--- config.mk ---
export PLATFORM = sky130hd
export DESIGN_NAME = json_top_level_field_extractor_flat
export DESIGN_NICKNAME = d
export VERILOG_FILES = /design/src/rtl/core/jtfe_pkg.sv /design/src/rtl/core/jtfe_if.sv /design/src/rtl/core/jtfe_step.sv /design/src/rtl/core/jtfe_out_reg.sv /design/src/rtl/core/json_top_level_field_extractor.sv /design/src/flat_wrapper.sv
export SDC_FILE = /design/constraint.sdc
export NUM_CORES = 1
export LEC_CHECK = 0
export ABC_AREA = 1
export BUFFER_PORTS_ARGS = -buffer_cell sky130_fd_sc_hd__buf_2
export CORE_MARGIN = 1
export CORE_UTILIZATION = 60
export CTS_BUF_LIST = sky130_fd_sc_hd__clkbuf_16
export DETAILED_ROUTE_END_ITERATION = 12
export PLACE_DENSITY = 0.92
export SLEW_MARGIN = 20
export SYNTH_ARGS = -nofsm -noshare
export SYNTH_HDL_FRONTEND = slang
export SYNTH_SLANG_ARGS = --single-unit
--- constraint.sdc ---
create_clock -name clock -period 3.4 [get_ports clock]
set_input_delay 0.68 -clock clock [delete_from_list [all_inputs] [get_ports clock]]
set_output_delay 0.68 -clock clock [all_outputs]
set_load 0.02 [all_outputs]
--- src/rtl/core/jtfe_pkg.sv ---
// Package for the JSON top-level field extractor: character codes, scan modes,
// configuration register indexes and the state and result structures.
// Depends on nothing; every other file of the block but jtfe_if uses it.
package jtfe_pkg;

   localparam int KEY_MAX_BYTES = 16;
   localparam int DEPTH_BITS    = 16;
   localparam int KEY_POS_BITS  = $clog2(KEY_MAX_BYTES + 1);
   localparam int KEY_IDX_BITS  = $clog2(KEY_MAX_BYTES);
   localparam int KEY_BITS      = 8 * KEY_MAX_BYTES;
   localparam int CSR_DATA_BITS = 64;
   localparam int CSR_IDX_BITS  = 2;

   localparam logic [CSR_IDX_BITS-1:0] CSR_KEY_BYTES_LOW  = 2'd0;
   localparam logic [CSR_IDX_BITS-1:0] CSR_KEY_BYTES_HIGH = 2'd1;
   localparam logic [CSR_IDX_BITS-1:0] CSR_KEY_LENGTH     = 2'd2;

   localparam logic [63:0]             KEY_BYTES_LOW_RESET  = 64'h0000_0000_6E69_616D;
   localparam logic [63:0]             KEY_BYTES_HIGH_RESET = 64'h0;
   localparam logic [KEY_POS_BITS-1:0] KEY_LENGTH_RESET     = 5'd4;

   localparam logic [7:0] CHAR_LBRACE    = 8'h7B;
   localparam logic [7:0] CHAR_LBRACKET  = 8'h5B;
   localparam logic [7:0] CHAR_RBRACE    = 8'h7D;
   localparam logic [7:0] CHAR_RBRACKET  = 8'h5D;
   localparam logic [7:0] CHAR_QUOTE     = 8'h22;
   localparam logic [7:0] CHAR_BACKSLASH = 8'h5C;
   localparam logic [7:0] CHAR_COLON     = 8'h3A;
   localparam logic [7:0] CHAR_SPACE     = 8'h20;
   localparam logic [7:0] CHAR_TAB       = 8'h09;
   localparam logic [7:0] CHAR_LF        = 8'h0A;
   localparam logic [7:0] CHAR_CR        = 8'h0D;

   typedef enum logic [5:0] {
      MODE_SCAN        = 6'b000001,
      MODE_KEYSTR      = 6'b000010,
      MODE_AFTER_KEY   = 6'b000100,
      MODE_AFTER_COLON = 6'b001000,
      MODE_VALUE       = 6'b010000,
      MODE_IDLE        = 6'b100000
   } mode_type;

   typedef struct packed {
      mode_type                mode;
      logic                    escape_pending;
      logic [DEPTH_BITS-1:0]   nesting_depth;
      logic [KEY_POS_BITS-1:0] key_position;
      logic                    key_mismatch;
   } state_type;

   typedef struct packed {
      logic       has_value_byte;
      logic [7:0] value_byte;
      logic       done_res;
      logic       found;
   } result_type;

   localparam state_type STATE_RESET = '{
      mode:           MODE_SCAN,
      escape_pending: 1'b0,
      nesting_depth:  '0,
      key_position:   '0,
      key_mismatch:   1'b0
   };

endpackage

--- src/rtl/core/jtfe_if.sv ---
// Beat channels of the JSON field extractor: text bytes in, results out.
// Depends on no other file; the field widths are written out in the interfaces.
interface jtfe_req_if;
   logic       valid;
   logic       ready;
   logic [7:0] text_byte;
   logic       end_of_text;

   modport source (output valid, output text_byte, output end_of_text, input ready);
   modport sink (input valid, input text_byte, input end_of_text, output ready);
endinterface

interface jtfe_rsp_if;
   logic       valid;
   logic       ready;
   logic       has_value_byte;
   logic [7:0] value_byte;
   logic       done_res;
   logic       found;

   modport source (output valid, output has_value_byte, output value_byte,
                   output done_res, output found, input ready);
   modport sink (input valid, input has_value_byte, input value_byte,
                 input done_res, input found, output ready);
endinterface

--- src/rtl/core/jtfe_step.sv ---
// Per-byte scanner logic: next scan state and the optional result for one byte.
// Purely combinational; depends on jtfe_pkg.
module jtfe_step (
   input  jtfe_pkg::state_type                   state_cur,
   input  logic [7:0]                            text_byte,
   input  logic                                  end_of_text,
   input  logic [jtfe_pkg::KEY_BITS-1:0]         key_bytes,
   input  logic [jtfe_pkg::KEY_POS_BITS-1:0]     key_length,
   output jtfe_pkg::state_type                   state_nxt,
   output jtfe_pkg::result_type                  result,
   output logic                                  result_any
);

   logic [jtfe_pkg::KEY_POS_BITS-1:0] key_len_eff;
   logic [7:0]                        key_byte;
   logic                              is_blank;
   logic                              has;
   logic                              done;
   logic                              found;
   logic [7:0]                        vb;

   assign key_len_eff = (key_length > jtfe_pkg::KEY_POS_BITS'(jtfe_pkg::KEY_MAX_BYTES)) ?
                        jtfe_pkg::KEY_POS_BITS'(jtfe_pkg::KEY_MAX_BYTES) : key_length;
   assign key_byte = key_bytes[state_cur.key_position[jtfe_pkg::KEY_IDX_BITS-1:0] * 8 +: 8];
   assign is_blank = (text_byte == jtfe_pkg::CHAR_SPACE) || (text_byte == jtfe_pkg::CHAR_TAB) ||
                     (text_byte == jtfe_pkg::CHAR_LF) || (text_byte == jtfe_pkg::CHAR_CR);

   function automatic jtfe_pkg::state_type scan_byte(input jtfe_pkg::state_type s,
                                                      input logic [7:0] b);
      jtfe_pkg::state_type r;
      r = s;
      if ((b == jtfe_pkg::CHAR_LBRACE) || (b == jtfe_pkg::CHAR_LBRACKET)) begin
         if (s.nesting_depth != '1) begin
            r.nesting_depth = s.nesting_depth + 1'b1;
         end
      end else if ((b == jtfe_pkg::CHAR_RBRACE) || (b == jtfe_pkg::CHAR_RBRACKET)) begin
         if (s.nesting_depth != '0) begin
            r.nesting_depth = s.nesting_depth - 1'b1;
         end
      end else if (b == jtfe_pkg::CHAR_QUOTE) begin
         r.mode           = jtfe_pkg::MODE_KEYSTR;
         r.key_position   = '0;
         r.key_mismatch   = 1'b0;
         r.escape_pending = 1'b0;
      end
      return r;
   endfunction

   function automatic jtfe_pkg::state_type key_feed(input jtfe_pkg::state_type s,
                                                     input logic [7:0] b,
                                                     input logic [7:0] kb,
                                                     input logic [jtfe_pkg::KEY_POS_BITS-1:0] klen);
      jtfe_pkg::state_type r;
      r = s;
      if (s.key_position >= klen) begin
         r.key_mismatch = 1'b1;
      end else begin
         if (b != kb) begin
            r.key_mismatch = 1'b1;
         end
         r.key_position = s.key_position + 1'b1;
      end
      return r;
   endfunction

   always_comb begin
      state_nxt  = state_cur;
      has        = 1'b0;
      done       = 1'b0;
      found      = 1'b0;
      vb         = 8'h00;
      result_any = 1'b0;
      unique case (state_cur.mode)
         jtfe_pkg::MODE_SCAN: begin
            state_nxt = scan_byte(state_cur, text_byte);
         end
         jtfe_pkg::MODE_KEYSTR: begin
            if (state_cur.escape_pending) begin
               state_nxt = key_feed(state_cur, text_byte, key_byte, key_len_eff);
               state_nxt.escape_pending = 1'b0;
            end else if (text_byte == jtfe_pkg::CHAR_QUOTE) begin
               if ((state_cur.nesting_depth == jtfe_pkg::DEPTH_BITS'(1)) &&
                   !state_cur.key_mismatch && (state_cur.key_position == key_len_eff)) begin
                  state_nxt.mode = jtfe_pkg::MODE_AFTER_KEY;
               end else begin
                  state_nxt.mode = jtfe_pkg::MODE_SCAN;
               end
            end else begin
               state_nxt = key_feed(state_cur, text_byte, key_byte, key_len_eff);
               if (text_byte == jtfe_pkg::CHAR_BACKSLASH) begin
                  state_nxt.escape_pending = 1'b1;
               end
            end
         end
         jtfe_pkg::MODE_AFTER_KEY: begin
            if (is_blank) begin
               state_nxt = state_cur;
            end else if (text_byte == jtfe_pkg::CHAR_COLON) begin
               state_nxt.mode = jtfe_pkg::MODE_AFTER_COLON;
            end else begin
               state_nxt = scan_byte(state_cur, text_byte);
               if (text_byte != jtfe_pkg::CHAR_QUOTE) begin
                  state_nxt.mode = jtfe_pkg::MODE_SCAN;
               end
            end
         end
         jtfe_pkg::MODE_AFTER_COLON: begin
            if (is_blank) begin
               state_nxt = state_cur;
            end else if (text_byte == jtfe_pkg::CHAR_QUOTE) begin
               state_nxt.mode           = jtfe_pkg::MODE_VALUE;
               state_nxt.escape_pending = 1'b0;
            end else begin
               result_any     = 1'b1;
               done           = 1'b1;
               state_nxt.mode = jtfe_pkg::MODE_IDLE;
            end
         end
         jtfe_pkg::MODE_VALUE: begin
            result_any = 1'b1;
            if (state_cur.escape_pending) begin
               state_nxt.escape_pending = 1'b0;
               has = 1'b1;
               vb  = text_byte;
            end else if (text_byte == jtfe_pkg::CHAR_QUOTE) begin
               done           = 1'b1;
               found          = 1'b1;
               state_nxt.mode = jtfe_pkg::MODE_IDLE;
            end else begin
               if (text_byte == jtfe_pkg::CHAR_BACKSLASH) begin
                  state_nxt.escape_pending = 1'b1;
               end
               has = 1'b1;
               vb  = text_byte;
            end
         end
         jtfe_pkg::MODE_IDLE: begin
            state_nxt = state_cur;
         end
         default: begin
            state_nxt = state_cur;
         end
      endcase

      if (end_of_text) begin
         if (!done) begin
            if (state_nxt.mode == jtfe_pkg::MODE_VALUE) begin
               result_any = 1'b1;
               done       = 1'b1;
               found      = 1'b1;
            end else if (state_nxt.mode != jtfe_pkg::MODE_IDLE) begin
               result_any = 1'b1;
               done       = 1'b1;
               found      = 1'b0;
            end
         end
         state_nxt = jtfe_pkg::STATE_RESET;
      end

      result.has_value_byte = has;
      result.value_byte     = vb;
      result.done_res       = done;
      result.found          = done && found;
   end

endmodule

--- src/rtl/core/jtfe_out_reg.sv ---
// Result register of the field extractor: holds one result beat until taken.
// Depends on jtfe_pkg and the jtfe_rsp_if channel.
module jtfe_out_reg (
   input  logic                 clock,
   input  logic                 reset,
   input  logic                 load,
   input  jtfe_pkg::result_type result,
   output logic                 out_free,
   jtfe_rsp_if.source           rsp_bus
);

   logic                 rsp_valid_ff;
   logic                 rsp_valid_in;
   jtfe_pkg::result_type rsp_data_ff;

   assign out_free     = !rsp_valid_ff || rsp_bus.ready;
   assign rsp_valid_in = load ? 1'b1 : (rsp_bus.ready ? 1'b0 : rsp_valid_ff);

   always_ff @(posedge clock) begin
      if (reset) begin
         rsp_valid_ff <= 1'b0;
      end else begin
         rsp_valid_ff <= rsp_valid_in;
      end
   end

   always_ff @(posedge clock) begin
      if (load) begin
         rsp_data_ff <= result;
      end
   end

   assign rsp_bus.valid          = rsp_valid_ff;
   assign rsp_bus.has_value_byte = rsp_data_ff.has_value_byte;
   assign rsp_bus.value_byte     = rsp_data_ff.value_byte;
   assign rsp_bus.done_res       = rsp_data_ff.done_res;
   assign rsp_bus.found          = rsp_data_ff.found;

endmodule

--- src/rtl/core/json_top_level_field_extractor.sv ---
// JSON top-level field extractor: streams the string value of a configured key.
// Each accepted beat is held in the s1 stage register; its result, if any, is loaded into
// the result register when that stage advances.
// Throughput: one text byte per cycle unless a byte's result waits for a full result register.
// Reset: synchronous, clears the scan state and loads the key registers' defaults.
// Depends on jtfe_pkg, jtfe_if, jtfe_step and jtfe_out_reg.
module json_top_level_field_extractor (
   input  logic                                clock,
   input  logic                                reset,
   jtfe_req_if.sink                            req_bus,
   jtfe_rsp_if.source                          rsp_bus,
   input  logic                                csr_write_enable,
   input  logic [jtfe_pkg::CSR_IDX_BITS-1:0]   csr_index,
   input  logic [jtfe_pkg::CSR_DATA_BITS-1:0]  csr_write_data
);

   logic                               s1_valid_ff;
   logic                               s1_valid_in;
   logic [7:0]                         s1_byte_ff;
   logic                               s1_eot_ff;
   logic                               req_accept;
   logic                               advance;
   logic                               out_free;
   logic                               step_any;
   jtfe_pkg::state_type                state_ff;
   jtfe_pkg::state_type                state_nxt;
   jtfe_pkg::result_type               step_result;
   logic [63:0]                        key_bytes_low_ff;
   logic [63:0]                        key_bytes_high_ff;
   logic [jtfe_pkg::KEY_POS_BITS-1:0]  key_length_ff;

   assign advance       = s1_valid_ff && (!step_any || out_free);
   assign req_bus.ready = !s1_valid_ff || advance;
   assign req_accept    = req_bus.valid && req_bus.ready;
   assign s1_valid_in   = req_accept ? 1'b1 : (advance ? 1'b0 : s1_valid_ff);

   always_ff @(posedge clock) begin
      if (reset) begin
         s1_valid_ff <= 1'b0;
      end else begin
         s1_valid_ff <= s1_valid_in;
      end
   end

   always_ff @(posedge clock) begin
      if (req_accept) begin
         s1_byte_ff <= req_bus.text_byte;
         s1_eot_ff  <= req_bus.end_of_text;
      end
   end

   always_ff @(posedge clock) begin
      if (reset) begin
         state_ff <= jtfe_pkg::STATE_RESET;
      end else if (advance) begin
         state_ff <= state_nxt;
      end
   end

   always_ff @(posedge clock) begin
      if (reset) begin
         key_bytes_low_ff  <= jtfe_pkg::KEY_BYTES_LOW_RESET;
         key_bytes_high_ff <= jtfe_pkg::KEY_BYTES_HIGH_RESET;
         key_length_ff     <= jtfe_pkg::KEY_LENGTH_RESET;
      end else if (csr_write_enable) begin
         unique case (csr_index)
            jtfe_pkg::CSR_KEY_BYTES_LOW: begin
               key_bytes_low_ff <= csr_write_data;
            end
            jtfe_pkg::CSR_KEY_BYTES_HIGH: begin
               key_bytes_high_ff <= csr_write_data;
            end
            jtfe_pkg::CSR_KEY_LENGTH: begin
               key_length_ff <= csr_write_data[jtfe_pkg::KEY_POS_BITS-1:0];
            end
            default: begin
               key_length_ff <= key_length_ff;
            end
         endcase
      end
   end

   jtfe_step u_step (
      .state_cur   (state_ff),
      .text_byte   (s1_byte_ff),
      .end_of_text (s1_eot_ff),
      .key_bytes   ({key_bytes_high_ff, key_bytes_low_ff}),
      .key_length  (key_length_ff),
      .state_nxt   (state_nxt),
      .result      (step_result),
      .result_any  (step_any)
   );

   jtfe_out_reg u_out_reg (
      .clock    (clock),
      .reset    (reset),
      .load     (advance && step_any),
      .result   (step_result),
      .out_free (out_free),
      .rsp_bus  (rsp_bus)
   );

`ifndef SYNTHESIS
   a_eot_rearms: assert property (@(posedge clock) disable iff (reset)
      (advance && s1_eot_ff) |=>
      (state_ff.mode == jtfe_pkg::MODE_SCAN) && (state_ff.nesting_depth == '0))
      else $error("scan state not cleared after the last byte of a document");

   a_eot_reports: assert property (@(posedge clock) disable iff (reset)
      (advance && s1_eot_ff && (state_ff.mode != jtfe_pkg::MODE_IDLE)) |->
      (step_any && step_result.done_res))
      else $error("document ended without a done beat");

   a_found_with_done: assert property (@(posedge clock) disable iff (reset)
      rsp_bus.valid |-> (!rsp_bus.found || rsp_bus.done_res))
      else $error("found reported without done");

   a_stall_holds_byte: assert property (@(posedge clock) disable iff (reset)
      (s1_valid_ff && !advance) |=> (s1_valid_ff && $stable(s1_byte_ff) && $stable(state_ff)))
      else $error("held byte or scan state changed during a stall");

   a_no_value_zero: assert property (@(posedge clock) disable iff (reset)
      (rsp_bus.valid && !rsp_bus.has_value_byte) |-> (rsp_bus.value_byte == 8'h00))
      else $error("value byte nonzero on a beat without a value byte");
`endif

endmodule

--- src/flat_wrapper.sv ---
// flat-port wrapper written by rule: the top's interface ports become plain ports
module json_top_level_field_extractor_flat 
  (clock, reset, csr_write_enable, csr_index, csr_write_data, req_bus_valid, req_bus_text_byte, req_bus_end_of_text, req_bus_ready, rsp_bus_valid, rsp_bus_has_value_byte, rsp_bus_value_byte, rsp_bus_done_res, rsp_bus_found, rsp_bus_ready);
  jtfe_req_if req_bus_i ();
  jtfe_rsp_if rsp_bus_i ();
  input  logic clock;
  input  logic reset;
  input  logic csr_write_enable;
  input  logic [jtfe_pkg::CSR_IDX_BITS-1:0] csr_index;
  input  logic [jtfe_pkg::CSR_DATA_BITS-1:0] csr_write_data;
  input wire logic [$bits(req_bus_i.valid)-1:0] req_bus_valid;
  input wire logic [$bits(req_bus_i.text_byte)-1:0] req_bus_text_byte;
  input wire logic [$bits(req_bus_i.end_of_text)-1:0] req_bus_end_of_text;
  output wire logic [$bits(req_bus_i.ready)-1:0] req_bus_ready;
  output wire logic [$bits(rsp_bus_i.valid)-1:0] rsp_bus_valid;
  output wire logic [$bits(rsp_bus_i.has_value_byte)-1:0] rsp_bus_has_value_byte;
  output wire logic [$bits(rsp_bus_i.value_byte)-1:0] rsp_bus_value_byte;
  output wire logic [$bits(rsp_bus_i.done_res)-1:0] rsp_bus_done_res;
  output wire logic [$bits(rsp_bus_i.found)-1:0] rsp_bus_found;
  input wire logic [$bits(rsp_bus_i.ready)-1:0] rsp_bus_ready;
  assign req_bus_i.valid = req_bus_valid;
  assign req_bus_i.text_byte = req_bus_text_byte;
  assign req_bus_i.end_of_text = req_bus_end_of_text;
  assign req_bus_ready = req_bus_i.ready;
  assign rsp_bus_valid = rsp_bus_i.valid;
  assign rsp_bus_has_value_byte = rsp_bus_i.has_value_byte;
  assign rsp_bus_value_byte = rsp_bus_i.value_byte;
  assign rsp_bus_done_res = rsp_bus_i.done_res;
  assign rsp_bus_found = rsp_bus_i.found;
  assign rsp_bus_i.ready = rsp_bus_ready;
  json_top_level_field_extractor u_core (.clock(clock), .reset(reset), .req_bus(req_bus_i), .rsp_bus(rsp_bus_i), .csr_write_enable(csr_write_enable), .csr_index(csr_index), .csr_write_data(csr_write_data));
endmodule
Yosys cells after proc, flatten, opt, wreduce, memory -nomap -nowiden
Index checks and enable logic that the tools add are counted.
{"block": "word_totals", "register_bits": 184, "in_bits": 80, "out_inout_bits": 13, "elab_cells": 143}
{"block": "op_classes", "n_addsub": 3, "n_lt_le_gt_ge": 2, "eq_ne": 31, "n_shift": 1, "mux": 59, "n_reduce_logical": 31}
{"operator": "128-bit by 8-bit indexed part select with 8-bit output", "count": 1}
{"operator": "29-bit two-way mux", "count": 3}
{"operator": "22-bit case mux with 3 select lines", "count": 1}
{"operator": "16-bit two-way mux", "count": 4}
{"operator": "6-bit two-way mux", "count": 9}
{"operator": "23-bit two-way mux", "count": 2}
{"operator": "8-bit by 7-bit == test with 1-bit output, second input constant", "count": 5}
{"operator": "7-bit case mux with 5 select lines", "count": 1}
{"operator": "1-bit two-way mux", "count": 28}
{"operator": "7-bit two-way mux", "count": 4}
{"operator": "8-bit by 4-bit == test with 1-bit output, second input constant", "count": 3}
{"operator": "8-bit by 6-bit == test with 1-bit output, second input constant", "count": 3}
{"operator": "16-bit by 1-bit adder with 16-bit output, second input constant", "count": 1}
{"operator": "16-bit by 1-bit == test with 1-bit output, second input constant", "count": 1}
{"operator": "8-bit two-way mux", "count": 2}
{"operator": "16-bit != test, second input constant", "count": 1}
{"operator": "16-bit nonzero test", "count": 1}
{"operator": "16-bit by 1-bit subtractor with 16-bit output, second input constant", "count": 1}
{"operator": "6-bit by 5-bit == test with 1-bit output, second input constant", "count": 2}
{"operator": "3-bit by 2-bit != test with 1-bit output, second input constant", "count": 4}
{"operator": "5-bit two-way mux", "count": 2}
{"operator": "5-bit AND reduction", "count": 2}
{"operator": "1-bit logical OR", "count": 8}
{"operator": "8-bit by 6-bit != test with 1-bit output, second input constant", "count": 1}
{"operator": "25 further kinds", "count": 37}

Longest topological paths before layout
Gate-level depths: netlist of the first run.
{"block": "depth", "word_depth": 19, "mapped_depth": 21, "mapped_depth_nobuf": 20}

Hierarchy
A second synthesis of the first run with hierarchy kept.
{"block": "hier_totals", "cells_unflattened": 1885, "area_unflattened_um2": 11387.2}
{"module": "json_top_level_field_extractor", "instances": 1, "cells_each": 1031, "area_per_inst_um2": 7184.4, "seq_area_each_um2": 3533.4}
{"module": "jtfe_step", "instances": 1, "cells_each": 838, "area_per_inst_um2": 3829.9, "seq_area_each_um2": 0.0}
{"module": "jtfe_out_reg", "instances": 1, "cells_each": 16, "area_per_inst_um2": 372.9, "seq_area_each_um2": 350.3}

Least setup slack after synthesis of the first run
Ideal clock, no wire load.
{"block": "synth_path", "kind": "reg2reg", "start": "register u_core.key_length_ff[1] (netlist name)", "end": "register u_core.u_out_reg.rsp_data_ff, in the netlist u_core.u_out_reg.rsp_bus.done_res, enable pin", "t_arrival_ps": 2396, "path_slack_ps": 665, "stages_incl_launch_ff": 20, "n_path_buf": 0, "period_less_slack_ps": 2735, "cell_sequence": "dfxtp_1 > nor3_1 > nand2_1 > nand2_1 > nand2_1 > ha_1 > nand2_1 > nor3b_1 > nand3_1 > nand3_1 > nand4_1 > nor2_1 > nand3_1 > nand2_2 > nand2_4 > nand2_8 > nand2_1 > inv_1 > nand2_1 > inv_1"}
{"block": "synth_via", "elab_chain_len": 17, "elab_cells_between_ends": 18, "cone_classes": "order compare: 1; eq/ne: 3; mux: 9; reduce/logical: 5"}
{"item": "from (decl)", "line_no": "json_top_level_field_extractor.sv:30", "source": "logic [jtfe_pkg::KEY_POS_BITS-1:0] key_length_ff;"}
{"item": "from (signal assigned)", "line_no": "json_top_level_field_extractor.sv:64", "source": "key_length_ff <= jtfe_pkg::KEY_LENGTH_RESET;"}
{"item": "from (signal assigned)", "line_no": "json_top_level_field_extractor.sv:74", "source": "key_length_ff <= csr_write_data[jtfe_pkg::KEY_POS_BITS-1:0];"}
{"item": "from (signal assigned)", "line_no": "json_top_level_field_extractor.sv:77", "source": "key_length_ff <= key_length_ff;"}
{"item": "5-bit greater-than comparator", "line_no": "jtfe_step.sv:22", "source": "assign key_len_eff = (key_length > jtfe_pkg::KEY_POS_BITS'(jtfe_pkg::KEY_MAX_BYTES)) ?"}
{"item": "5-bit two-way mux *", "line_no": "jtfe_step.sv:22"}
{"item": "5-bit == test *", "line_no": "jtfe_step.sv:83", "source": "!state_cur.key_mismatch && (state_cur.key_position == key_len_eff)) begin"}
{"item": "1-bit logical AND *", "line_no": "jtfe_step.sv:83"}
{"item": "3-bit two-way mux *", "line_no": "jtfe_step.sv:82", "source": "if ((state_cur.nesting_depth == jtfe_pkg::DEPTH_BITS'(1)) &&"}
{"item": "6-bit two-way mux *", "line_no": "jtfe_step.sv:81", "source": "end else if (text_byte == jtfe_pkg::CHAR_QUOTE) begin"}
{"item": "29-bit two-way mux *", "line_no": "jtfe_step.sv:78", "source": "if (state_cur.escape_pending) begin"}
{"item": "7-bit case mux with 5 select lines *", "line_no": "jtfe_step.sv:73", "source": "unique case (state_cur.mode)"}
{"item": "(+2 left out)"}
{"item": "1-bit two-way mux *", "line_no": "jtfe_step.sv:147", "source": "if (state_nxt.mode == jtfe_pkg::MODE_VALUE) begin"}
{"item": "1-bit two-way mux *", "line_no": "jtfe_step.sv:146", "source": "if (!done) begin"}
{"item": "1-bit two-way mux *", "line_no": "jtfe_step.sv:145", "source": "if (end_of_text) begin"}
{"item": "1-bit zero test", "line_no": "json_top_level_field_extractor.sv:32", "source": "assign advance = s1_valid_ff && (!step_any || out_free);"}
{"item": "1-bit logical OR", "line_no": "json_top_level_field_extractor.sv:32"}
{"item": "1-bit logical AND", "line_no": "json_top_level_field_extractor.sv:32"}
{"item": "1-bit logical AND *", "line_no": "json_top_level_field_extractor.sv:97", "source": ".load (advance && step_any),"}
{"item": "net u_core.u_out_reg.load", "line_no": "jtfe_out_reg.sv:6", "source": "input logic load,"}
{"item": "to (signal assigned)", "line_no": "jtfe_out_reg.sv:29", "source": "rsp_data_ff <= result;"}
{"item": "to (decl)", "line_no": "jtfe_out_reg.sv:14", "source": "jtfe_pkg::result_type rsp_data_ff;"}
The timed path passes the listed nets; every way through them passes the cells marked *. The select of a mux whose other input is x is not followed.
A chain may end at the register's enable or synchronous reset.

Worst setup path in the final report of the first run
{"block": "layout_path", "start": "register u_core.key_length_ff[2] (netlist name)", "end": "output req_bus_ready"}
{"block": "layout_via", "elab_chain_len": 17, "elab_cells_between_ends": 18, "cone_classes": "order compare: 1; eq/ne: 3; mux: 9; reduce/logical: 5"}
{"item": "5-bit greater-than comparator", "line_no": "jtfe_step.sv:22"}
{"item": "5-bit two-way mux *", "line_no": "jtfe_step.sv:22"}
{"item": "5-bit == test *", "line_no": "jtfe_step.sv:83"}
{"item": "1-bit logical AND *", "line_no": "jtfe_step.sv:83"}
{"item": "3-bit two-way mux *", "line_no": "jtfe_step.sv:82"}
{"item": "6-bit two-way mux *", "line_no": "jtfe_step.sv:81"}
{"item": "29-bit two-way mux *", "line_no": "jtfe_step.sv:78"}
{"item": "7-bit case mux with 5 select lines *", "line_no": "jtfe_step.sv:73"}
{"item": "6-bit != test", "line_no": "jtfe_step.sv:151", "source": "end else if (state_nxt.mode != jtfe_pkg::MODE_IDLE) begin"}
{"item": "1-bit two-way mux", "line_no": "jtfe_step.sv:151"}
{"item": "1-bit two-way mux *", "line_no": "jtfe_step.sv:147"}
{"item": "1-bit two-way mux *", "line_no": "jtfe_step.sv:146"}
{"item": "1-bit two-way mux *", "line_no": "jtfe_step.sv:145"}
{"item": "1-bit zero test *", "line_no": "json_top_level_field_extractor.sv:32"}
{"item": "1-bit logical OR *", "line_no": "json_top_level_field_extractor.sv:32"}
{"item": "1-bit logical AND *", "line_no": "json_top_level_field_extractor.sv:32"}
{"item": "1-bit logical OR *", "line_no": "json_top_level_field_extractor.sv:33", "source": "assign req_bus.ready = !s1_valid_ff || advance;"}
{"item": "to (decl)", "line_no": "flat_wrapper.sv:14", "source": "output wire logic [$bits(req_bus_i.ready)-1:0] req_bus_ready;"}
Every way passes the cells marked *; elsewhere a longest branch is shown, timed or not. The select of a mux whose other input is x is not followed.

==> results of run 1 <==
==> power groups by stage <==
stage	sequential, mW	combinational [mW]	clock, mW
detailed placement	2.43	0.814	0
finish	2.39	0.871	2.12
global route	2.40	0.972	2.23
floorplan	2.41	0.584	0
CTS	2.38	0.827	2.13
global placement	2.43	0.795	0
==> synthesized netlist by cell type, types with 9 or more instances <==
master                     instances
sky130_fd_sc_hd__a21oi_1         154
sky130_fd_sc_hd__buf_1            10
sky130_fd_sc_hd__clkbuf_1         64
sky130_fd_sc_hd__dfxtp_1         164
sky130_fd_sc_hd__edfxtp_1         20
sky130_fd_sc_hd__ha_1             10
sky130_fd_sc_hd__inv_1           183
sky130_fd_sc_hd__inv_2            10
sky130_fd_sc_hd__nand2_1         231
sky130_fd_sc_hd__nand2_2           9
sky130_fd_sc_hd__nand3_1         116
sky130_fd_sc_hd__nand4_1          23
sky130_fd_sc_hd__nor2_1          145
sky130_fd_sc_hd__nor3_1           11
sky130_fd_sc_hd__o211ai_1         34
sky130_fd_sc_hd__o21ai_0         181
sky130_fd_sc_hd__xor2_1           11
==> worst paths after layout <==
kind | endpoint | slack (ns) | cells after the start
hold / removal | u_core.s1_eot_ff$_DFFE_PP_ | 0.42 | 1
setup reg to reg | u_core.state_ff[0]$_SDFFE_PP0P_ | 0.19 | 21
hold reg to reg | u_core.key_bytes_high_ff[6]$_SDFFE_PP0P_ | 0.44 | 2
setup / recovery | req_bus_ready | 0.08 | 16
==> cell families after synthesis <==
logic type / after synthesis / share of synthesized area (%)
compound gates: 382 / 21.2
buf+inv: 274 / 10.9
flops: 184 / 40.6
simple gates: 548 / 25.0
fa+ha+maj: 10 / 1.31
xor+xnor: 11 / 1.01
==> critical path, cell delays in order, from the launching register on <==
cell and delay [ns]:
sky130_fd_sc_hd__dfxtp_1 0.35, sky130_fd_sc_hd__nor3_2 0.16, sky130_fd_sc_hd__nand2_1 0.07, sky130_fd_sc_hd__nand2_1 0.08, sky130_fd_sc_hd__nand2_2 0.08, sky130_fd_sc_hd__ha_4 0.29
sky130_fd_sc_hd__nand2_4 0.05, sky130_fd_sc_hd__nor3b_4 0.20, sky130_fd_sc_hd__nand3_2 0.12, sky130_fd_sc_hd__nand3_2 0.10, sky130_fd_sc_hd__nand4_1 0.10, sky130_fd_sc_hd__nor2_1 0.13
sky130_fd_sc_hd__nand3_1 0.10, sky130_fd_sc_hd__nand2_2 0.11, sky130_fd_sc_hd__nand2_4 0.08, sky130_fd_sc_hd__nand3_4 0.08, sky130_fd_sc_hd__buf_6 0.12
==> repair_timing <==
| item | CTS | global route |
|---|---|---|
| endpoints found under the setup margin | 1 | 14 |
| gates resized for setup | 3 | 13 |
| hold buffers | 0 | 0 |
| pin swaps | 1 | 12 |
| setup buffers | 0 | 5 |
==> registers in the layout, summed over array words and instances (netlist names) <==
| name | count |
|---|---|
| u_core.s1_eot_ff | 1 |
| u_core.u_out_reg.rsp_bus.value_byte | 8 |
| u_core.s1_valid_ff | 1 |
| u_core.key_length_ff | 5 |
| u_core.u_out_reg.rsp_bus.has_value_byte | 1 |
| u_core.u_out_reg.rsp_bus.done_res | 1 |
| u_core.u_out_reg.rsp_bus.valid | 1 |
| u_core.key_bytes_low_ff | 64 |
| u_core.s1_byte_ff | 8 |
| u_core.key_bytes_high_ff | 64 |
| u_core.u_out_reg.rsp_bus.found | 1 |
| u_core.state_ff | 29 |
==> layer usage <==
metal	up-vias	part of all wire (%)	GRT usage, %
met5	-	0	0
met4	0	3.0	13.4
met3	80	9.0	5.51
met2	510	46	51.4
met1	4412	42	43.0
li1	4740	-	-
==> final cells by class <==
class	instances	area, um^2
Fill cell	1164	4450
Multi-Input combinational cell	951	4720
Inverter	195	737
Tap cell	211	264
Clock buffer	17	425
Timing Repair Buffer	115	677
Sequential cell	184	3890
Clock inverter	15	206
==> results.txt, run 1 <==
* Clock network power share: 39.4%
- STA classifies the critical path startpoint as a register.
* Setup repair after global routing missed its margin: true
- Final routed wirelength across all metal layers: about 26 mm
- For this block, the initial DRC count from the detailed router was 1479.
* Worst clock skew on the final layout: roughly 0.0084 ns
* Leak pwr: about 4.8 nW
- Once layout is complete, the cells apart from fillers number 1688.
- At the pin with the least slew margin, the transition time is between 1 and 1.5 ns.
- Most frequent cells in the layout: sky130_fd_sc_hd__nand2_1 (229), sky130_fd_sc_hd__inv_1 (181), sky130_fd_sc_hd__o21ai_0 (181)
- Number of I/O pins: 93
- Via count: roughly 10000
* Post-Syn Area: 9560 um^2
- Core outline area: around 15000 um^2
- Proportion of synthesized flip-flops having asynchronous set or reset: 0%
- Commonest non-fill, non-tap cell in the layout: sky130_fd_sc_hd__nand2_1
- STA puts the critical path data required time at about 2.7 ns.
- The share of total power dissipated in combinational logic is 16.2%.
- The first global-routing pass estimated roughly 42 mm of wire.
- Via count of the first global-routing pass: about 8700
* Final setup vio count: 0
- Yosys warning count: 0
* Post-synth top area cell: sky130_fd_sc_hd__dfxtp_1
- Cells fill between 70% and 80% of the core in the end.
- The worst setup path is captured at a primary output.
* Clock tree from TritonCTS: yes
- The internal power of the cells totals 3.80 mW.
- After layout, the worst setup slack is a little under 0.08 ns.
- The synthesized design contains 20 enable-type register cells.
- The H-tree was split into 4 levels.
- The completed layout was analyzed and its total power is 5.38 mW.
* Residual antenna-violating net count after detailed routing: 0
- Average footprint of a synthesized cell: between 6 and 7 um^2
- Worst hold slack: roughly 0.42 ns
- In the final layout, the share of cells above drive strength 1 is around an eighth.
* Number of clock sinks: between 150 and 200
* Highest clock frequency the design can meet: between 300 and 400 MHz
- Synthesis inferred roughly 180 register bits.
- Final estimated routing congestion in global placement: around 0.92
- The number of antenna violations at the first check in global routing came to 0.
- For this run, the leading register cell type out of synthesis is sky130_fd_sc_hd__dfxtp_1.
- After routing the design area is about 11000 um^2.
* Worst Hold Class: primary input to register
- Aggregate negative setup slack: 0 ns
- Synthesized netlist cell count: 1409
- From bottom edge to top edge, the die measures between 100 and 150 um.
- The critical path in this run is classified as register to primary output.
- By area the synthesized netlist is led by sky130_fd_sc_hd__dfxtp_1 (34%), sky130_fd_sc_hd__o21ai_0 (9.5%), sky130_fd_sc_hd__nand2_1 (9.1%), sky130_fd_sc_hd__a21oi_1 (8.1%), sky130_fd_sc_hd__inv_1 (7.2%).
* Crit share post-route: approximately 98%
- Initial Utilization: 62.2%
- Final critical-path required period: ~3.3 ns
- The clock passes through at most 2 buffers.
* Fraction of synthesized cell area taken by the top area cell type: 34.3%
* Proportion of power drawn by flip-flops and latches: between 40 and 50%
- Pin count of the biggest net entering global routing: 105
* Area of the die: 16400 um^2
* Total power per unit cell area: around 490 nW/um^2
- In this run the power spent charging and discharging nets is roughly 1.6 mW.
- The run finished with clean final reports.
- Worst slack at placement: 0.273 ns
- Count of distinct cell types in the synthesized netlist: 38
- For this run, design rule violations remaining after detail routing come to 0.
- At the worst endpoint, the arrival time is around 2.6 ns.
* Total placed cells including tap cells: about 1700
* Start point of the critical path: u_core.key_length_ff[2]$_SDFFE_PP1P_
* Clock root cell: sky130_fd_sc_hd__clkbuf_16
- In this run the critical register-to-register path is launched from u_core.key_length_ff[2]$_SDFFE_PP1P_.
* Clock-pin slew on the worst setup and hold paths: roughly 0.070 ns
- Net count after synthesis: 1499
* Critical path fanouts, max: 4
- Startpoint of the tightest hold check path: req_bus_end_of_text
* Number of buffers created by CTS: 17
* Total of max-cap violations: 0
* Clock latency reported for the late side of the worst-skew pair: around 0.43 ns
* Placed Instance Area: 10200 um^2
* Count of input and output buffers: 92
* Seq/Total Area, Yosys: around two fifths
- The initialized floorplan defines between 40 and 50 standard-cell rows.
- Net switching share of the total power: 29.4%
- Global routing used about a third of the available tracks across all layers.
- Placed wire-length estimate: approximately 17 mm
- The number of hold violations in the final report came to 0.
* Total gr overflow: 0
* Maximum vdd drop: 443 uV
* Number of max-slew violations in the final report: 0
- From left edge to right edge, the die measures around 130 um.
* Final layout net count: roughly 1600
* Worst-case headroom to the max-slew limit: approximately a third
- Antenna cells: 0
- Routed wire length per instance: 15.3 um
- From synthesis to final layout, the design area changed by 14.2%.
* Via density per instance: approximately 5.8
- The first TritonRoute pass finished after 6 iterations.
No activity file was read; power rests on OpenSTA's default activity.
==> inputs of run 2 (changes only) <==
Settings changed: CTS_CLUSTER_DIAMETER set to 30, RECOVER_POWER set to 25.
==> run 2 against run 1 <==
Compared with the run above:
- the flow now finishes with violations (capacitance limit, slew limit)
- power down 0.10%
- clock skew down 0.0012 ns
- maximum frequency about the same
- sequential power about the same
- final cell count unchanged
- first-iteration DRC count down 3.3%
- clock-buffer cell count unchanged
- largest cell class unchanged
- largest power group unchanged
==> results.txt, run 2 (synthesis results as in run 1) <==
- The run finished, with violations left.
* Violations in the final reports: capacitance limit, slew limit
* Worst slack at placement: 0.273 ns
- Antenna cells: 0
- The first global-routing pass estimated between 40 and 50 mm of wire.
- Internal portion of total power: roughly 3.8 mW
- Total of max-cap violations: 2
- By startpoint and endpoint, the worst setup path is classified as register to primary output.
- The wire-length estimate of the detail-placed layout is ~17 mm.
- Worst clock skew on the final layout: approximately 0.0072 ns
- In this run the tightest slew margin relative to its limit is -48.4%.
- In this run the deepest clock path goes through 2 buffers.
* Total power draw: roughly 5.4 mW
- From left edge to right edge, the die measures 128 um.
- Fraction of power consumed by combinational cells: between 10% and 20%
- Clock latency reported for the late side of the worst-skew pair: between 0.4 and 0.5 ns
- The detailed router finished its first iteration with between 1000 and 1500 violations.
- Entering global routing, the biggest net connects approximately 110 pins.
- Max H-tree Level: 4
* Via count of the first global-routing pass: just under 9000
- The tree built by TritonCTS fans out to between 150 and 200 sinks.
- Number of max-slew violations in the final report: approximately 110
- During I/O placement, the number of pins put on the boundary was 93.
- Fraction of layout cells with a size suffix above 1: roughly an eighth
* Number of design rule violations left after detail routing: 0
- TritonCTS built the clock tree.
* Leak pwr: between 4 and 5 nW
- Setup repair after global routing could not meet its margin everywhere.
* Maximum vdd drop: between 400 and 500 uV
- Dividing the detail-routed wire length by the instance count gives approximately 15 um.
* Registers with the most flip-flops: u_core.key_bytes_high_ff (64), u_core.key_bytes_low_ff (64), u_core.state_ff (29)
- The die covers roughly 16000 um^2.
- Aggregate negative setup slack: 0 ns
- Final estimated routing congestion in global placement: around 0.92
- The floorplan step defined a core boundary enclosing between 15000 and 20000 um^2.
* Final routed wirelength across all metal layers: 25.8 mm
- Number of buffers created by CTS: 17
* Net switching share of the total power: 29.4%
- The number of hold buffers added after CTS was 0.
* Crit end category: primary output
* Overall global routing resource usage: ~32%
- Worst-Margin Slew: about 2.2 ns
- Clock root cell: sky130_fd_sc_hd__clkbuf_16
* Via count: approximately 9700
- Reported net switching power: ~1.6 mW
- Of the total power, registers draw 44.4%.
* Filler cell count: roughly 1200
* P&R area growth vs syn: 13.8%
* Number of rows created at floorplan: 45
- Total gr overflow: 0
- Final critical-path required period: 3.32 ns
* Height of the chip: about 130 um
- Commonest non-fill, non-tap cell in the layout: sky130_fd_sc_hd__nand2_1
* Most frequent cells in the layout: sky130_fd_sc_hd__nand2_1 (230), sky130_fd_sc_hd__inv_1 (182), sky130_fd_sc_hd__o21ai_0 (181)
- Final layout net count: roughly 1600
- In this run the power density over the cells is about 490 nW/um^2.
- Initial Utilization: 62.2%
* Required time at the endpoint of the critical path: 2.72 ns
- Via density per instance: around 5.8
* Number of antenna violations at the first check in global routing: 0
- Worst hold slack: 0.424 ns
- Final setup vio count: 0
- CP startpoint kind: register
- The path class of the tightest hold or removal check is primary input to register.
- The clock network burns around two fifths of the power.
- Clock-pin slew on the worst setup and hold paths: approximately 0.070 ns
* Highest clock frequency the design can meet: about 300 MHz
- Buffers placed on the I/O ports in this run total 92.
- In the finished design, the share of the clock period the worst path needs comes to around 98%.
- Cells fill around 71% of the core in the end.
- The number of hold violations in the final report came to 0.
* Residual antenna-violating net count after detailed routing: 0
* Data arrival time of the worst path: roughly 2.6 ns
- Before antenna repair, the detailed router went through 5 iterations.
* Critical path fanouts, max: 4
- Once routing completed, OpenROAD measured the worst setup slack at ~0.08 ns.
run 2: layer usage:
| layer | GRT usage, % | routed length [um] | vias to the layer above |
|---|---|---|---|
| met5 | 0 | 0 | - |
| met4 | 13.4 | 793 | 0 |
| met3 | 5.51 | 2330 | 79 |
| met2 | 51.4 | 11900 | 523 |
| met1 | 43.0 | 10800 | 4405 |
| li1 | - | - | 4740 |
run 2: area by class of cell:
| cell class | count | area, um^2 | share of cell area [%] |
|---|---|---|---|
| Inverter | 195 | 737 | 6.78 |
| Tap cell | 211 | 264 | 2.43 |
| Clock buffer | 17 | 425 | 3.91 |
| Clock inverter | 15 | 206 | 1.90 |
| Sequential cell | 184 | 3890 | 35.7 |
| Timing Repair Buffer | 115 | 661 | 6.07 |
| Multi-Input combinational cell | 951 | 4700 | 43.2 |
run 2: critical path: stages, from the launching register on:
cell and delay, ns:
sky130_fd_sc_hd__dfxtp_1 0.35, sky130_fd_sc_hd__nor3_2 0.16, sky130_fd_sc_hd__nand2_1 0.06, sky130_fd_sc_hd__nand2_1 0.08, sky130_fd_sc_hd__nand2_2 0.07, sky130_fd_sc_hd__ha_4 0.29, sky130_fd_sc_hd__nand2_4 0.05, sky130_fd_sc_hd__nor3b_4 0.20
sky130_fd_sc_hd__nand3_2 0.11, sky130_fd_sc_hd__nand3_2 0.09, sky130_fd_sc_hd__nand4_1 0.11, sky130_fd_sc_hd__nor2_1 0.13, sky130_fd_sc_hd__nand3_1 0.10, sky130_fd_sc_hd__nand2_2 0.11, sky130_fd_sc_hd__nand2_4 0.08, sky130_fd_sc_hd__nand3_4 0.08
sky130_fd_sc_hd__buf_6 0.12
run 2: per-stage QoR:
| stage | cells | cell area, um^2 |
|---|---|---|
| after floorplan | 1409 | 9560 |
| after global placement | 1651 | 10200 |
| after detailed placement | 1651 | 10200 |
| after CTS | 1683 | 10800 |
| after global routing | 1688 | 10900 |
| final | 1688 | 10900 |
run 2: worst paths after layout:
path	slack, ns	end	from	cells past startpoint
worst min register to register	0.44	u_core.key_bytes_high_ff[5]$_SDFFE_PP0P_	u_core.key_bytes_high_ff[5]$_SDFFE_PP0P_	2
worst max register to register	0.19	u_core.state_ff[0]$_SDFFE_PP0P_	u_core.key_length_ff[2]$_SDFFE_PP1P_	21
worst max-delay path	0.08	req_bus_ready	u_core.key_length_ff[2]$_SDFFE_PP1P_	16
worst min-delay path	0.42	u_core.s1_eot_ff$_DFFE_PP_	req_bus_end_of_text	1
run 2: power groups by stage:
stage                     combinational (mW)  sequential (mW)  clock (mW)
final                                  0.869             2.39        2.12
after global routing                   0.970             2.40        2.23
after CTS                              0.827             2.38        2.13
after detailed placement               0.814             2.43           0
after global placement                 0.795             2.43           0
after floorplan                        0.584             2.41           0
run 2: what timing repair did:
action                                 4_1_cts  5_1_grt
resized for setup                            3       13
endpoints found under the hold margin        0        0
pin swaps                                    1       12
setup endpoints to repair                    1       14
buffers inserted                             0        5
==> inputs of run 3 (changes only) <==
Settings changed: HOLD_SLACK_MARGIN set to 0.12, MAX_ROUTING_LAYER set to met4.
==> run 3 against run 2 <==
Compared with the run above:
- the run still ends with capacitance limit, slew limit left
- sequential share of layout area up 0.47 points
- sequential power about the same
- critical path depth unchanged
- via count down 0.26%
- global-route usage up 1.1 points
- non-clock buffer count down 1
- flip-flop and latch count unchanged
==> results.txt, run 3 (synthesis results as in run 1) <==
- In this run the horizontal extent of the chip is ~130 um.
* Number of clock sinks: between 150 and 200
* Worst hold slack: between 0.4 and 0.5 ns
* Total placed cells including tap cells: ~1700
- Summing over every cut layer, the via total after detailed routing is roughly 9700.
* Number of antenna violations at the first check in global routing: 0
- In this run the power spent charging and discharging nets is between 1 and 1.5 mW.
- Status: finished, violations left
- The worst-case IR drop observed on VDD is approximately 430 uV.
* Total power per unit cell area: 475 nW/um^2
* Number of rows created at floorplan: 45
* Internal portion of total power: ~3.6 mW
* Clock root cell: sky130_fd_sc_hd__clkbuf_16
* Number of buffers created by CTS: 17
- On the final layout, the worst clock skew is 0.00967 ns.
* Total gr overflow: 0
* Startpoint of the tightest hold check path: req_bus_text_byte[4]
* CP startpoint kind: register
* Leak pwr: 4.73 nW
- After clock tree synthesis, the clock-pin slew on the worst setup and hold paths is about 0.07 ns.
- Pin count of the biggest net entering global routing: between 100 and 150
- Counting I/O delays and the setup requirement, the final critical path takes between 3 and 4 ns.
* Crit end category: primary output
- Data on the critical path is required at its endpoint by roughly 2.7 ns.
* Buffers from clock root to sink, at most: 2
- The net count of the finished layout is 1553.
- Excluding fillers, the count of instances in the completed layout stands at ~1700.
- The worst setup path is of the register to primary output kind.
- The path class of the tightest hold or removal check is primary input to register.
- Setup violations remaining at the end of the flow were counted as 0.
- The area growth from synthesis to layout is 12.2%.
- Number of design rule violations left after detail routing: 0
- Data arrival time of the worst path: between 2 and 3 ns
- The number of hold violations in the final report is 0.
- Global routing consumed, over all layers together, 33.3% of the routing resources.
- The startpoint identified for the worst register-to-register timing path is u_core.key_length_ff[1]$_SDFFE_PP0P_.
- Placed wire-length estimate: between 15 and 20 mm
- Global-route wire length before repair: between 40 and 50 mm
- For this configuration, the core starts out at a cell density of between 60 and 70%.
- Net switching share of the total power: ~29%
* Violations in the final reports: capacitance limit, slew limit
* Via count of the first global-routing pass: between 8000 and 9000
- Hold-fix buffer count after cts: 0
* Final estimated routing congestion in global placement: roughly 0.94
- In this run the worst setup path begins at u_core.key_length_ff[1]$_SDFFE_PP0P_.
- Setup repair after global routing could not meet its margin everywhere.
- Number of I/O pins: slightly above 90
- Register area: about 4000 um^2
- Number of detailed-route iterations in the first pass: 7
- The die is approximately 130 um tall.
* Commonest non-fill, non-tap cell in the layout: sky130_fd_sc_hd__nand2_1
* Clock latency reported for the late side of the worst-skew pair: 0.43 ns
* Most frequent cells in the layout: sky130_fd_sc_hd__nand2_1 (231), sky130_fd_sc_hd__inv_1 (184), sky130_fd_sc_hd__o21ai_0 (181)
* Number of max-slew violations in the final report: 111
* Antenna cells: 0
- Filler cell count: approximately 1300
- Fraction of layout cells with a size suffix above 1: between 10% and 20%
* Highest clock frequency the design can meet: about 300 MHz
- Core outline area: between 15000 and 20000 um^2
- Of all nets on the critical path, the largest fanout is 4.
* Clock network power share: approximately 36%
- In this run the remaining antenna-violating nets after routing total 0.
* Proportion of power drawn by flip-flops and latches: a little under half
- For the pin with the worst max-slew slack, the measured transition is between 2 and 2.5 ns.
- Final core utilization: between 60% and 70%
- Routed wire length per instance: approximately 15 um
- Summing all multi-input logic gate instances after layout gives ~4700 um^2.
* Registers with the most flip-flops: u_core.key_bytes_high_ff (64), u_core.key_bytes_low_ff (64), u_core.state_ff (29)
* Crit share post-route: 97.5%
* Via density per instance: 5.77
- Measured against its own limit, the worst slew margin works out to -39.4%.
- Count of input and output buffers: between 90 and 100
- Max H-tree Level: 4
* Clock tree from TritonCTS: yes
- Area of the die: about 16000 um^2
* Total of max-cap violations: 2
- The first routing iteration left approximately 1300 violations.
* Final routed wirelength across all metal layers: around 26 mm
- Combinational logic is responsible for roughly 17% of the overall power.
[run 3: changes by cell type in the layout (fill, tap and decap cells not counted), sizes merged]
cell      before  now
clkbuf        28   19
buf          104  112
clkinv         6    9
bufinv         3    1
clkinvlp       3    2
inv          198  197
[run 3: per-layer routing]
layer | GRT usage (%) | vias to the layer above | part of all wire [%]
li1 | - | 4737 | -
met1 | 41.5 | 4457 | 41
met2 | 52.7 | 460 | 48
met3 | 7.18 | 68 | 8.7
met4 | 12.7 | 0 | 2.4
met5 | - | - | 0
[run 3: worst paths after layout]
path | endpoint | slack [ns] | depth (start not counted)
max reg2reg | u_core.state_ff[6]$_SDFFE_PP0P_ | 0.24 | 21
min reg2reg | u_core.key_bytes_high_ff[3]$_SDFFE_PP0P_ | 0.44 | 2
min | u_core.s1_byte_ff[4]$_DFFE_PP_ | 0.42 | 1
max | req_bus_ready | 0.08 | 16
[run 3: area by class of cell]
cell class | instances | area share (%)
Sequential cell | 184 | 36.2
Timing Repair Buffer | 114 | 6.07
Multi-Input combinational cell | 951 | 43.4
Clock inverter | 14 | 1.03
Clock buffer | 17 | 3.96
Tap cell | 211 | 2.46
Inverter | 195 | 6.87
[run 3: worst max-delay path, cell delays in order (launching register included)]
cell	delay, ns
sky130_fd_sc_hd__dfxtp_1	0.33
sky130_fd_sc_hd__nor3_2	0.18
sky130_fd_sc_hd__nand2_1	0.06
sky130_fd_sc_hd__nand2_1	0.06
sky130_fd_sc_hd__nand2_1	0.05
sky130_fd_sc_hd__ha_1	0.29
sky130_fd_sc_hd__nand2_1	0.08
sky130_fd_sc_hd__nor3b_2	0.21
sky130_fd_sc_hd__nand3_1	0.13
sky130_fd_sc_hd__nand3_1	0.11
sky130_fd_sc_hd__nand4_1	0.12
sky130_fd_sc_hd__nor2_1	0.11
sky130_fd_sc_hd__nand3_1	0.09
sky130_fd_sc_hd__nand2_2	0.10
sky130_fd_sc_hd__nand2_4	0.07
sky130_fd_sc_hd__nand3_2	0.09
sky130_fd_sc_hd__buf_6	0.13
[run 3: per-stage QoR]
stage	cell area (um^2)	setup TNS, ns	total power [mW]	setup WS [ns]
6_report	10700	0	5.10	0.0835
5_1_grt	10700	-0.256	5.31	-0.0781
4_1_cts	10700	0	5.08	0.00532
3_5_place_dp	10200	0	3.24	0.295
3_3_place_gp	10200	0	3.22	0.388
2_1_floorplan	9560	0	3.00	0.665
[run 3: repair_timing]
item,4_1_cts,5_1_grt
endpoints found under the setup margin,1,1
buffers inserted,0,4
cloned,0,0
resized for setup,1,8
pin swaps,0,1
[run 3: power by group through the flow]
stage,Sequential [mW],Combinational (mW),Clock [mW]
after global placement,2.43,0.791,0
after floorplan,2.41,0.584,0
after CTS,2.38,0.825,1.87
final,2.39,0.852,1.86
after detailed placement,2.43,0.813,0
after global routing,2.40,0.953,1.96
